`src/design/jog_switch_event_decoder_top_macros.svh`:
```
// Assertion macros shared by the jog switch event decoder modules.
// Needs a clock named aclk and an active-low reset named aresetn in scope.
`ifndef JOG_SWITCH_EVENT_DECODER_TOP_MACROS_SVH
`define JOG_SWITCH_EVENT_DECODER_TOP_MACROS_SVH

// Same-cycle implication, checked out of reset.
`define JSED_ASSERT_NOW(label, ante, cons, msg) \
    label: assert property (@(posedge aclk) disable iff (!aresetn) (ante) |-> (cons)) \
        else $error(msg);

// Next-cycle implication, checked out of reset.
`define JSED_ASSERT_NEXT(label, ante, cons, msg) \
    label: assert property (@(posedge aclk) disable iff (!aresetn) (ante) |=> (cons)) \
        else $error(msg);

`endif

```
`src/design/jsed_pkg.sv`:
```
`timescale 1ns / 1ps
// Shared types, button masks and event codes for the jog switch event decoder.
// No dependencies.
package jsed_pkg;

    localparam int unsigned MASK_W = 5;
    localparam int unsigned TIME_W = 32;
    localparam int unsigned CFG_W  = 16;
    localparam int unsigned EV_W   = 3;

    typedef logic [MASK_W-1:0] mask_t;
    typedef logic [TIME_W-1:0] time_t;
    typedef logic [EV_W-1:0]   event_t;

    localparam mask_t BTN_NONE   = 5'b00000;
    localparam mask_t BTN_UP     = 5'b00001;
    localparam mask_t BTN_DOWN   = 5'b00010;
    localparam mask_t BTN_LEFT   = 5'b00100;
    localparam mask_t BTN_RIGHT  = 5'b01000;
    localparam mask_t BTN_CENTER = 5'b10000;

    localparam event_t EV_NONE  = 3'd0;
    localparam event_t EV_UP    = 3'd1;
    localparam event_t EV_DOWN  = 3'd2;
    localparam event_t EV_LEFT  = 3'd3;
    localparam event_t EV_RIGHT = 3'd4;
    localparam event_t EV_SHORT = 3'd5;
    localparam event_t EV_LONG  = 3'd6;

    // Register indexes on the configuration port
    localparam logic REG_DEBOUNCE   = 1'b0;
    localparam logic REG_LONG_PRESS = 1'b1;

    localparam logic [CFG_W-1:0] DEBOUNCE_RESET   = 16'd20;
    localparam logic [CFG_W-1:0] LONG_PRESS_RESET = 16'd1000;

    typedef struct packed {
        logic [CFG_W-1:0] debounce_time;
        logic [CFG_W-1:0] long_press_time;
    } cfg_t;

    function automatic logic two_or_more(input mask_t m);
        return (m != BTN_NONE) && ((m & (m - mask_t'(1))) != BTN_NONE);
    endfunction

    function automatic event_t dir_code(input mask_t m);
        event_t code;
        case (m)
            BTN_UP:    code = EV_UP;
            BTN_DOWN:  code = EV_DOWN;
            BTN_LEFT:  code = EV_LEFT;
            BTN_RIGHT: code = EV_RIGHT;
            default:   code = EV_NONE;
        endcase
        return code;
    endfunction

endpackage

```
`src/design/jsed_apb_regs.sv`:
```
`timescale 1ns / 1ps
// APB-style register file holding the debounce and long-press thresholds.
// Depends on jsed_pkg.
module jsed_apb_regs (
    input  logic              aclk,
    input  logic              aresetn,
    input  logic              psel,
    input  logic              penable,
    input  logic              pwrite,
    input  logic [2:0]        paddr,
    input  logic [31:0]       pwdata,
    output logic [31:0]       prdata,
    output logic              pready,
    output jsed_pkg::cfg_t    cfg
);
    import jsed_pkg::*;

    logic [CFG_W-1:0] debounce_reg;
    logic [CFG_W-1:0] long_press_reg;
    logic             wr_en;
    logic             reg_sel;

    assign pready  = 1'b1;
    assign wr_en   = psel && penable && pwrite && pready;
    // Byte lanes below the word are ignored
    assign reg_sel = paddr[2];

    always_ff @(posedge aclk) begin
        if (!aresetn) begin
            debounce_reg   <= DEBOUNCE_RESET;
            long_press_reg <= LONG_PRESS_RESET;
        end else if (wr_en) begin
            case (reg_sel)
                REG_DEBOUNCE:   debounce_reg   <= pwdata[CFG_W-1:0];
                REG_LONG_PRESS: long_press_reg <= pwdata[CFG_W-1:0];
                default:        ;
            endcase
        end
    end

    always_comb begin
        case (reg_sel)
            REG_DEBOUNCE:   prdata = {16'd0, debounce_reg};
            REG_LONG_PRESS: prdata = {16'd0, long_press_reg};
            default:        prdata = 32'd0;
        endcase
    end

    assign cfg.debounce_time   = debounce_reg;
    assign cfg.long_press_time = long_press_reg;

endmodule

```
`src/design/jsed_decode.sv`:
```
`timescale 1ns / 1ps
// Debounce and event decision for one sample, with the switch state registers.
// Depends on jsed_pkg and the assertion macro header.
`include "jog_switch_event_decoder_top_macros.svh"
module jsed_decode (
    input  logic              aclk,
    input  logic              aresetn,
    input  logic              step_en,
    input  jsed_pkg::mask_t   mask,
    input  jsed_pkg::time_t   now,
    input  jsed_pkg::cfg_t    cfg,
    output jsed_pkg::event_t  event_code
);
    import jsed_pkg::*;

    mask_t cand_reg,   cand_next;
    mask_t stable_reg, stable_next;
    time_t cand_start_reg, cand_start_next;
    time_t center_time_reg, center_time_next;
    logic  lock_reg, lock_next;
    logic  long_done_reg, long_done_next;

    time_t cand_elapsed;
    time_t center_elapsed;
    logic  debounce_ok;
    logic  long_ok;

    assign cand_elapsed   = now - cand_start_reg;
    assign center_elapsed = now - center_time_reg;
    assign debounce_ok    = cand_elapsed >= {16'd0, cfg.debounce_time};
    assign long_ok        = center_elapsed >= {16'd0, cfg.long_press_time};

    always_comb begin
        cand_next        = cand_reg;
        stable_next      = stable_reg;
        cand_start_next  = cand_start_reg;
        center_time_next = center_time_reg;
        lock_next        = lock_reg;
        long_done_next   = long_done_reg;
        event_code       = EV_NONE;

        if (mask != cand_reg) begin
            // restart the debounce window
            cand_next       = mask;
            cand_start_next = now;
        end else if (cand_reg != stable_reg && debounce_ok) begin
            stable_next = cand_reg;
            if (two_or_more(cand_reg) || (stable_reg != BTN_NONE && cand_reg != BTN_NONE)) begin
                lock_next      = 1'b1;
                long_done_next = 1'b0;
            end else if (lock_reg) begin
                if (cand_reg == BTN_NONE) begin
                    lock_next = 1'b0;
                end
            end else if (cand_reg == BTN_CENTER) begin
                center_time_next = now;
                long_done_next   = 1'b0;
            end else if (cand_reg == BTN_NONE) begin
                if (stable_reg == BTN_CENTER && !long_done_reg) begin
                    event_code = EV_SHORT;
                end
            end else begin
                event_code = dir_code(cand_reg);
            end
        end else if (!lock_reg && stable_reg == BTN_CENTER && !long_done_reg && long_ok) begin
            long_done_next = 1'b1;
            event_code     = EV_LONG;
        end
    end

    always_ff @(posedge aclk) begin
        if (!aresetn) begin
            cand_reg        <= BTN_NONE;
            stable_reg      <= BTN_NONE;
            cand_start_reg  <= '0;
            center_time_reg <= '0;
            lock_reg        <= 1'b0;
            long_done_reg   <= 1'b0;
        end else if (step_en) begin
            cand_reg        <= cand_next;
            stable_reg      <= stable_next;
            cand_start_reg  <= cand_start_next;
            center_time_reg <= center_time_next;
            lock_reg        <= lock_next;
            long_done_reg   <= long_done_next;
        end
    end

    `JSED_ASSERT_NOW(a_chord_locks, two_or_more(stable_reg), lock_reg,
                     "chord stable without lock")
    `JSED_ASSERT_NOW(a_lock_silent, lock_reg, event_code == EV_NONE, "event while locked")
    `JSED_ASSERT_NEXT(a_long_once, step_en && event_code == EV_LONG,
                      long_done_reg && stable_reg == BTN_CENTER, "long press not recorded")

endmodule

```
`src/design/jog_switch_event_decoder_top.sv`:
```
`timescale 1ns / 1ps
// Top level of the jog switch event decoder: sample register, decoder, result register.
// Depends on jsed_pkg, jsed_apb_regs, jsed_decode and the assertion macro header.
//
// One sample of the five-way switch goes in per beat and exactly one event beat comes
// out for it, in order. The block takes one sample every cycle when the result side
// keeps up; a sample passes the sample register, then the result register. The rate
// is set by the single decode step between them, which reads and updates the debounce
// and press state together, so the next sample always sees the last one's state. The
// result register sits between the sides: while an event waits, one more sample can be
// registered. The user writes thresholds over the APB port (debounce time at 0x0,
// long-press time at 0x4, low 16 bits) only while idle; the block does not enforce it.
`include "jog_switch_event_decoder_top_macros.svh"
module jog_switch_event_decoder_top (
    input  logic              aclk,
    input  logic              aresetn,
    // configuration port
    input  logic              psel,
    input  logic              penable,
    input  logic              pwrite,
    input  logic [2:0]        paddr,
    input  logic [31:0]       pwdata,
    output logic [31:0]       prdata,
    output logic              pready,
    // sample channel
    input  logic              s_valid,
    output logic              s_ready,
    input  jsed_pkg::mask_t   s_pressed_mask,
    input  jsed_pkg::time_t   s_now_ms,
    // event channel
    output logic              m_valid,
    input  logic              m_ready,
    output jsed_pkg::event_t  m_event_code
);
    import jsed_pkg::*;

    cfg_t   cfg;
    logic   in_valid_reg;
    mask_t  in_mask_reg;
    time_t  in_now_reg;
    logic   out_valid_reg;
    event_t out_event_reg;
    event_t step_event;
    logic   advance;

    // Move the registered sample through the decoder when the result slot is free or being taken
    assign advance = in_valid_reg && (!out_valid_reg || m_ready);
    // Take a new sample whenever the sample register is empty or empties this cycle
    assign s_ready = !in_valid_reg || advance;

    jsed_apb_regs u_regs (
        .aclk    (aclk),
        .aresetn (aresetn),
        .psel    (psel),
        .penable (penable),
        .pwrite  (pwrite),
        .paddr   (paddr),
        .pwdata  (pwdata),
        .prdata  (prdata),
        .pready  (pready),
        .cfg     (cfg)
    );

    jsed_decode u_decode (
        .aclk       (aclk),
        .aresetn    (aresetn),
        .step_en    (advance),
        .mask       (in_mask_reg),
        .now        (in_now_reg),
        .cfg        (cfg),
        .event_code (step_event)
    );

    // Valid flags
    always_ff @(posedge aclk) begin
        if (!aresetn) begin
            in_valid_reg  <= 1'b0;
            out_valid_reg <= 1'b0;
        end else begin
            if (s_ready) begin
                in_valid_reg <= s_valid;
            end
            if (advance) begin
                out_valid_reg <= 1'b1;
            end else if (m_ready) begin
                out_valid_reg <= 1'b0;
            end
        end
    end

    // Payload: hold until the slot advances
    always_ff @(posedge aclk) begin
        if (s_ready && s_valid) begin
            in_mask_reg <= s_pressed_mask;
            in_now_reg  <= s_now_ms;
        end
        if (advance) begin
            out_event_reg <= step_event;
        end
    end

    assign m_valid      = out_valid_reg;
    assign m_event_code = out_event_reg;

    `JSED_ASSERT_NOW(a_stall_full, !s_ready, in_valid_reg && out_valid_reg && !m_ready,
                     "sample stalled with room")
    `JSED_ASSERT_NOW(a_code_range, m_valid, m_event_code <= EV_LONG, "event code out of range")
    `JSED_ASSERT_NEXT(a_advance_fills, advance, m_valid, "advanced sample lost")

endmodule
```
`config.mk`:
```
export PLATFORM = sky130hd
export DESIGN_NAME = jog_switch_event_decoder_top
export DESIGN_NICKNAME = d
export VERILOG_FILES = /design/src/design/jsed_pkg.sv /design/src/design/jsed_apb_regs.sv /design/src/design/jsed_decode.sv /design/src/design/jog_switch_event_decoder_top.sv
export VERILOG_INCLUDE_DIRS = /design/src /design/src/design
export SDC_FILE = /design/constraint.sdc
export NUM_CORES = 1
export LEC_CHECK = 0
export BUFFER_PORTS_ARGS = -buffer_cell sky130_fd_sc_hd__buf_2
export CORE_AREA = 5 5 220 136
export CTS_BUF_LIST = sky130_fd_sc_hd__clkbuf_8
export DETAILED_ROUTE_END_ITERATION = 10
export DIE_AREA = 0 0 225 141
export PLACE_DENSITY = 0.68
export SKIP_CTS_REPAIR_TIMING = 1
export SYNTH_ARGS = -nofsm -noshare
export SYNTH_HDL_FRONTEND = slang
export SYNTH_SLANG_ARGS = --single-unit
```
`constraint.sdc`:
```
create_clock -name aclk -period 4.76 [get_ports aclk]
set_input_delay 0.476 -clock aclk [delete_from_list [all_inputs] [get_ports aclk]]
set_output_delay 0.476 -clock aclk [all_outputs]
set_load 0.005 [all_outputs]
```
== After elaboration in Yosys (flattened, before gate mapping) ==
Index checks and enable logic that the tools add are counted.

* Add/subtract/negate cells: 3
* Eq/ne operators: 10
* Mux-type cells: 19
* Reduce and logical (&&, ||, !) cells: 30
* Order comparisons: 2
* Bitwise logic cells: 5

{| class="wikitable"
|+ Operators with widths
! operator !! number
|-
| >= comparator 32 x 16 -> 1 bit || 2
|-
| one-hot mux 32 bit (2 select lines) || 1
|-
| subtractor 32 bit || 2
|-
| 2-to-1 mux 3 bit || 7
|-
| nonzero test 5 bit || 3
|-
| one-hot mux 3 bit (4 select lines) || 1
|-
| logical AND 1 bit || 11
|-
| == test 5 bit, second input constant || 2
|-
| 2-to-1 mux 1 bit || 10
|-
| inequality test 5 bit || 2
|-
| inequality test 3 bit, second input constant || 2
|-
| AND reduction 2 bit || 3
|-
| AND reduction 6 bit || 1
|-
| bitwise AND 5 bit || 1
|-
| == test 5 x 1 -> 1 bit, second input constant || 1
|-
| == test 5 x 2 -> 1 bit, second input constant || 1
|-
| == test 5 x 3 -> 1 bit, second input constant || 1
|-
| == test 5 x 4 -> 1 bit, second input constant || 1
|-
| zero test 5 bit || 1
|-
| AND reduction 5 bit || 1
|-
| subtractor 5 x 1 -> 5 bit, second input constant || 1
|-
| zero test 1 bit || 4
|-
| NOT 1 bit || 4
|-
| nonzero test 2 bit || 2
|-
| other kinds (2) || 4
|}

* Logic and storage cells: 82
* Flip-flop bits (word level): 150
* Output and inout port bits: 38
* Input port bits: 79

== Logic depth before layout (Yosys ltp) ==
* Word-level depth: 8
* Gate-level depth with buffers: 25
* Mapped depth without buffers: 25

== Cells and area by module ==
Synthesis repeated with hierarchy kept, for this count alone.

* Cells, all modules: 1289
* Area total of the unflattened synthesis: 10608.9 um^2

{| class="wikitable"
|+ By module, submodules not included
! module !! area each (um^2) !! instances !! cells each
|-
| jsed_decode || 7663.6 || 1 || 1070
|-
| jsed_apb_regs || 1640.3 || 1 || 170
|-
| jog_switch_event_decoder_top || 1305.0 || 1 || 49
|}

== Least setup slack after synthesis ==
No wires, ideal clock.

* Kind: register to register
* Start point: register in_now_reg[0]
* End point: register out_event_reg[1], in the netlist m_event_code[1] (data pin)
* Period minus slack after synthesis: 4.227 ns
* Cell stages (with the launch flop): 26
* Slack: 0.533 ns
* Library setup time: 0.255 ns
* Arrival: 3.972 ns
* Cells stage by stage: edfxtp_1 inv_1 ha_1 inv_1 fa_1 a21o_1 a221oi_2 nand2b_1 nand2b_1 a21oi_1 nor2b_1 o21a_1 nor2_1 xnor2_1 ha_1 o21a_1 o21ai_0 a21oi_1 o21ai_0 o2111ai_1 a31oi_1 nand4_1 nor4_1 nand4_1 nand3_1 a21bo_2

* Cells in the longest elaborated chain, start to end: 5
* Elaborated cells on any way between the ends: 8
* Those cells by class: add/sub (2); order compare (2); mux (2); reduce/logical (2)

{| class="wikitable"
|+ Ends and longest elaborated chain
! what !! RTL line !! RTL
|-
| start: declaration || jog_switch_event_decoder_top.sv:40 || <nowiki>time_t in_now_reg;</nowiki>
|-
| start signal: assignment || jog_switch_event_decoder_top.sv:95 || <nowiki>in_now_reg <= s_now_ms;</nowiki>
|-
| subtractor 32 bit || jsed_decode.sv:29 || <nowiki>assign center_elapsed = now - center_time_reg;</nowiki>
|-
| >= comparator 32 x 16 -> 1 bit || jsed_decode.sv:31 || <nowiki>assign long_ok = center_elapsed >= {16'd0, cfg.long_press_time};</nowiki>
|-
| logical AND 1 bit || jsed_decode.sv:65 || <nowiki>end else if (!lock_reg && stable_reg == BTN_CENTER && !long_done_reg && long_ok) begin</nowiki>
|-
| 2-to-1 mux 3 bit || jsed_decode.sv:65 ||
|-
| 2-to-1 mux 3 bit (*) || jsed_decode.sv:46 || <nowiki>end else if (cand_reg != stable_reg && debounce_ok) begin</nowiki>
|-
| end signal: assignment || jog_switch_event_decoder_top.sv:98 || <nowiki>out_event_reg <= step_event;</nowiki>
|-
| end: declaration || jog_switch_event_decoder_top.sv:42 || <nowiki>event_t out_event_reg;</nowiki>
|}

Mark *: on every way between the ends. The rest lies on a longest branch, timed or not.
A chain may end at the register's enable or synchronous reset.

== Final worst setup path ==
Ends and elaborated chain as after synthesis.

==> metrics <==
Least-Margin Pin Slew 1200 ps; final net count 1601; clock skew 20.19 ps; Clock Power Share 0.312; worst hold margin 155.7 ps; final instance area 0.01243 mm^2; YS warnings 0; Hold Fails Final Rpt 0; Yosys reg bits 150; Die Wd 225 um; Cell variety after synth 89; fill count 2755; number of global-route vias before repair 8888; RSZ-0062 raised after global routing true; share of cells above drive strength 1 0.1605; CTS Buf Count 17; Crit path largest cell delay 430 ps; Crit path required time 5010 ps; first-pass GRT wire length 48710 um; cell leakage power 4.952 nW; initial antenna violation count 2; Critical Path Sink Type flip-flop; EDFF count, synth 40; worst setup margin -70.93 ps; DRT iter0 DRCs 1009; area share of the largest cell type after synthesis 0.2021; Sw Share 0.3413; maxcap violations 0; setup_tns -70.93 ps; DIE AREA 0.03173 mm^2; Worst setup SP type flip-flop; status finished, violations left; CP max-delay cell edfxtp_1; WS Path Type reg2reg; CTS Buffer Depth 2; Crit Path Max Fanout 2; Async SR Flop Fraction 0; placed cell area 0.01175 mm^2; cell taking the most area after synthesis dfxtp_1; Placer Congestion 0.9957; Flop pwr share 0.435; failing checks setup timing; Slew Viols, Final 0; I/O pins 117; combinational power share 0.253; commonest cells in the netlist nand2_1, inv_1, dfxtp_1, ha_1, a21oi_1; synthesized area per cell 8.185 um^2; worst skew pair latency 490 ps; Total Routing Usage GR 0.1926; post-DR vias/cell 5.380; First-pass DRT Iterations 6; CORE AREA 0.02805 mm^2; area of the multi-input gates 0.006805 mm^2; Via Count 9765; Peak VDD IR 140.9 uV; Residual DRC 0; reg2reg path depth 24; min Tclk post-route 4831 ps; H-tree levels 4; PortBufs 81; largest net degree at the start of global routing 74; internal power 0.002122 W; drt total wl 31550 um; mean routed wirelength per cell 17.39 um; period utilisation layout 1.015; pre-CTS setup slack -152.7 ps; # rows 48; top_reg_cell synth dfxtp_1; die height 141 um; worst hold path type in2reg; Hold Path Depth 1; clock-pin slew on the worst setup and hold paths 100 ps; fmax 0.2070 GHz; CTS tree done; Initial Utilization 0.3884; Worst EP arrival 5080 ps; cells after synthesis 1331; Post-Syn Area 0.01089 mm^2; CP Cell Sequence inv_2, ha_4, inv_2, fa_2, a21o_1, a221oi_2, nand2b_4, nand2b_1, a21oi_2, nor2b_1, o21a_1, nor2_1, xnor2_1, ha_1, a211oi_1, o2111ai_1, o21ai_1, o2111ai_2, a31oi_1, nand4_1, nor4_1, nand4_1, nand3_1, a21bo_2; slew margin rel. 0.1939; pwr/cell area 259.3 mW/mm^2; Layout area overhead 14.07%; number of setup violations in the final report 1; Clock Sinks 150; sequential element share of the synthesized area 0.3124; count leader, synth nand2_1; Antenna Nets Post-Route 0; gr ovfl total 0; register area 0.003403 mm^2; ranking of synthesized cells by area dfxtp_1, edfxtp_1, ha_1; Final HPWL DP 23920 um; Psw 0.001100 W; clock root buffer master clkbuf_8
[cell usage in the layout (no fill, tap or decap), types with 35 or more instances in the layout]
cell type and instances:
nand2_1 216, inv_1 111, dfxtp_1 110, ha_1 91
buf_2 81, a21oi_1 72, a21boi_0 66, buf_4 57
nor2_1 53, o21ai_0 50, edfxtp_1 40, mux2i_1 39
nor2b_1 35
[cells by family (layout without fill, tap and decap cells)]
kind of cell               after synthesis  count (layout)  share of synthesized area
and+or+nand+nor                        449             449                     0.1975
AOI/OAI and AO/OA                      348             348                     0.2175
buffers and inverters                  194             287                    0.08120
DFF                                    150             150                     0.3124
adders and majority gates               97              97                     0.1126
xor gates and xnor gates                50              50                    0.04020
muxes                                   41              41                    0.03790
other                                    2              18                  0.0006894
[metrics by stage]
step | utilization | instances | power, W
finish | 0.4431 | 1815 | 0.003222
CTS | 0.4325 | 1800 | 0.003199
detailed placement | 0.4191 | 1768 | 0.002196
floorplan | - | 1346 | 0.001964
global placement | 0.4191 | 1768 | 0.002181
global route | 0.4431 | 1815 | 0.003396
[worst max-delay path: cells and delay by family, from the launching register on]
kind | cells | cell delay [ps]
DFF | 1 | 430
xor gates and xnor gates | 1 | 120
and+or+nand+nor | 8 | 1250
AOI/OAI and AO/OA | 10 | 1930
adders and majority gates | 3 | 730
buffers and inverters | 2 | 130
[final cells by class]
cell class              instances  area share
well taps                     375     0.03776
diodes                          1   0.0002014
multi-input cells            1002      0.5476
repair buffers                143     0.07632
clock buffers                  18     0.01994
flip-flops and latches        150      0.2739
inverters                     112     0.03383
clock inverters                14     0.01047
[power groups by stage]
stage	clock network (W)	logic [W]	registers, W
3_3_place_gp	0	0.000752	0.00143
2_1_floorplan	0	0.000558	0.00141
3_5_place_dp	0	0.000765	0.00143
6_report	0.00100	0.000815	0.00140
5_1_grt	0.00108	0.000903	0.00141
4_1_cts	0.00103	0.000769	0.00140
[layer usage]
metal,vias up,track usage,routed length (um),share of wire
li1,4827,-,-,-
met1,4556,0.3138,16450,0.52
met2,349,0.2503,12180,0.39
met3,31,0.04350,2587,0.082
met4,2,0.04387,327,0.010
met5,-,0,13,0.00041
[final timing paths]
check | start | end | slack [ps]
setup / recovery | in_now_reg[0]$_DFFE_PP_ | m_event_code[1]$_SDFFCE_PP0P_ | -70
hold / removal | s_now_ms[19] | in_now_reg[19]$_DFFE_PP_ | 160
setup reg to reg | in_now_reg[0]$_DFFE_PP_ | m_event_code[1]$_SDFFCE_PP0P_ | -70
hold reg to reg | u_decode.center_time_reg[1]$_SDFFE_PN0P_ | u_decode.center_time_reg[1]$_SDFFE_PN0P_ | 460
Note: power is estimated with default switching activity, not from simulation.
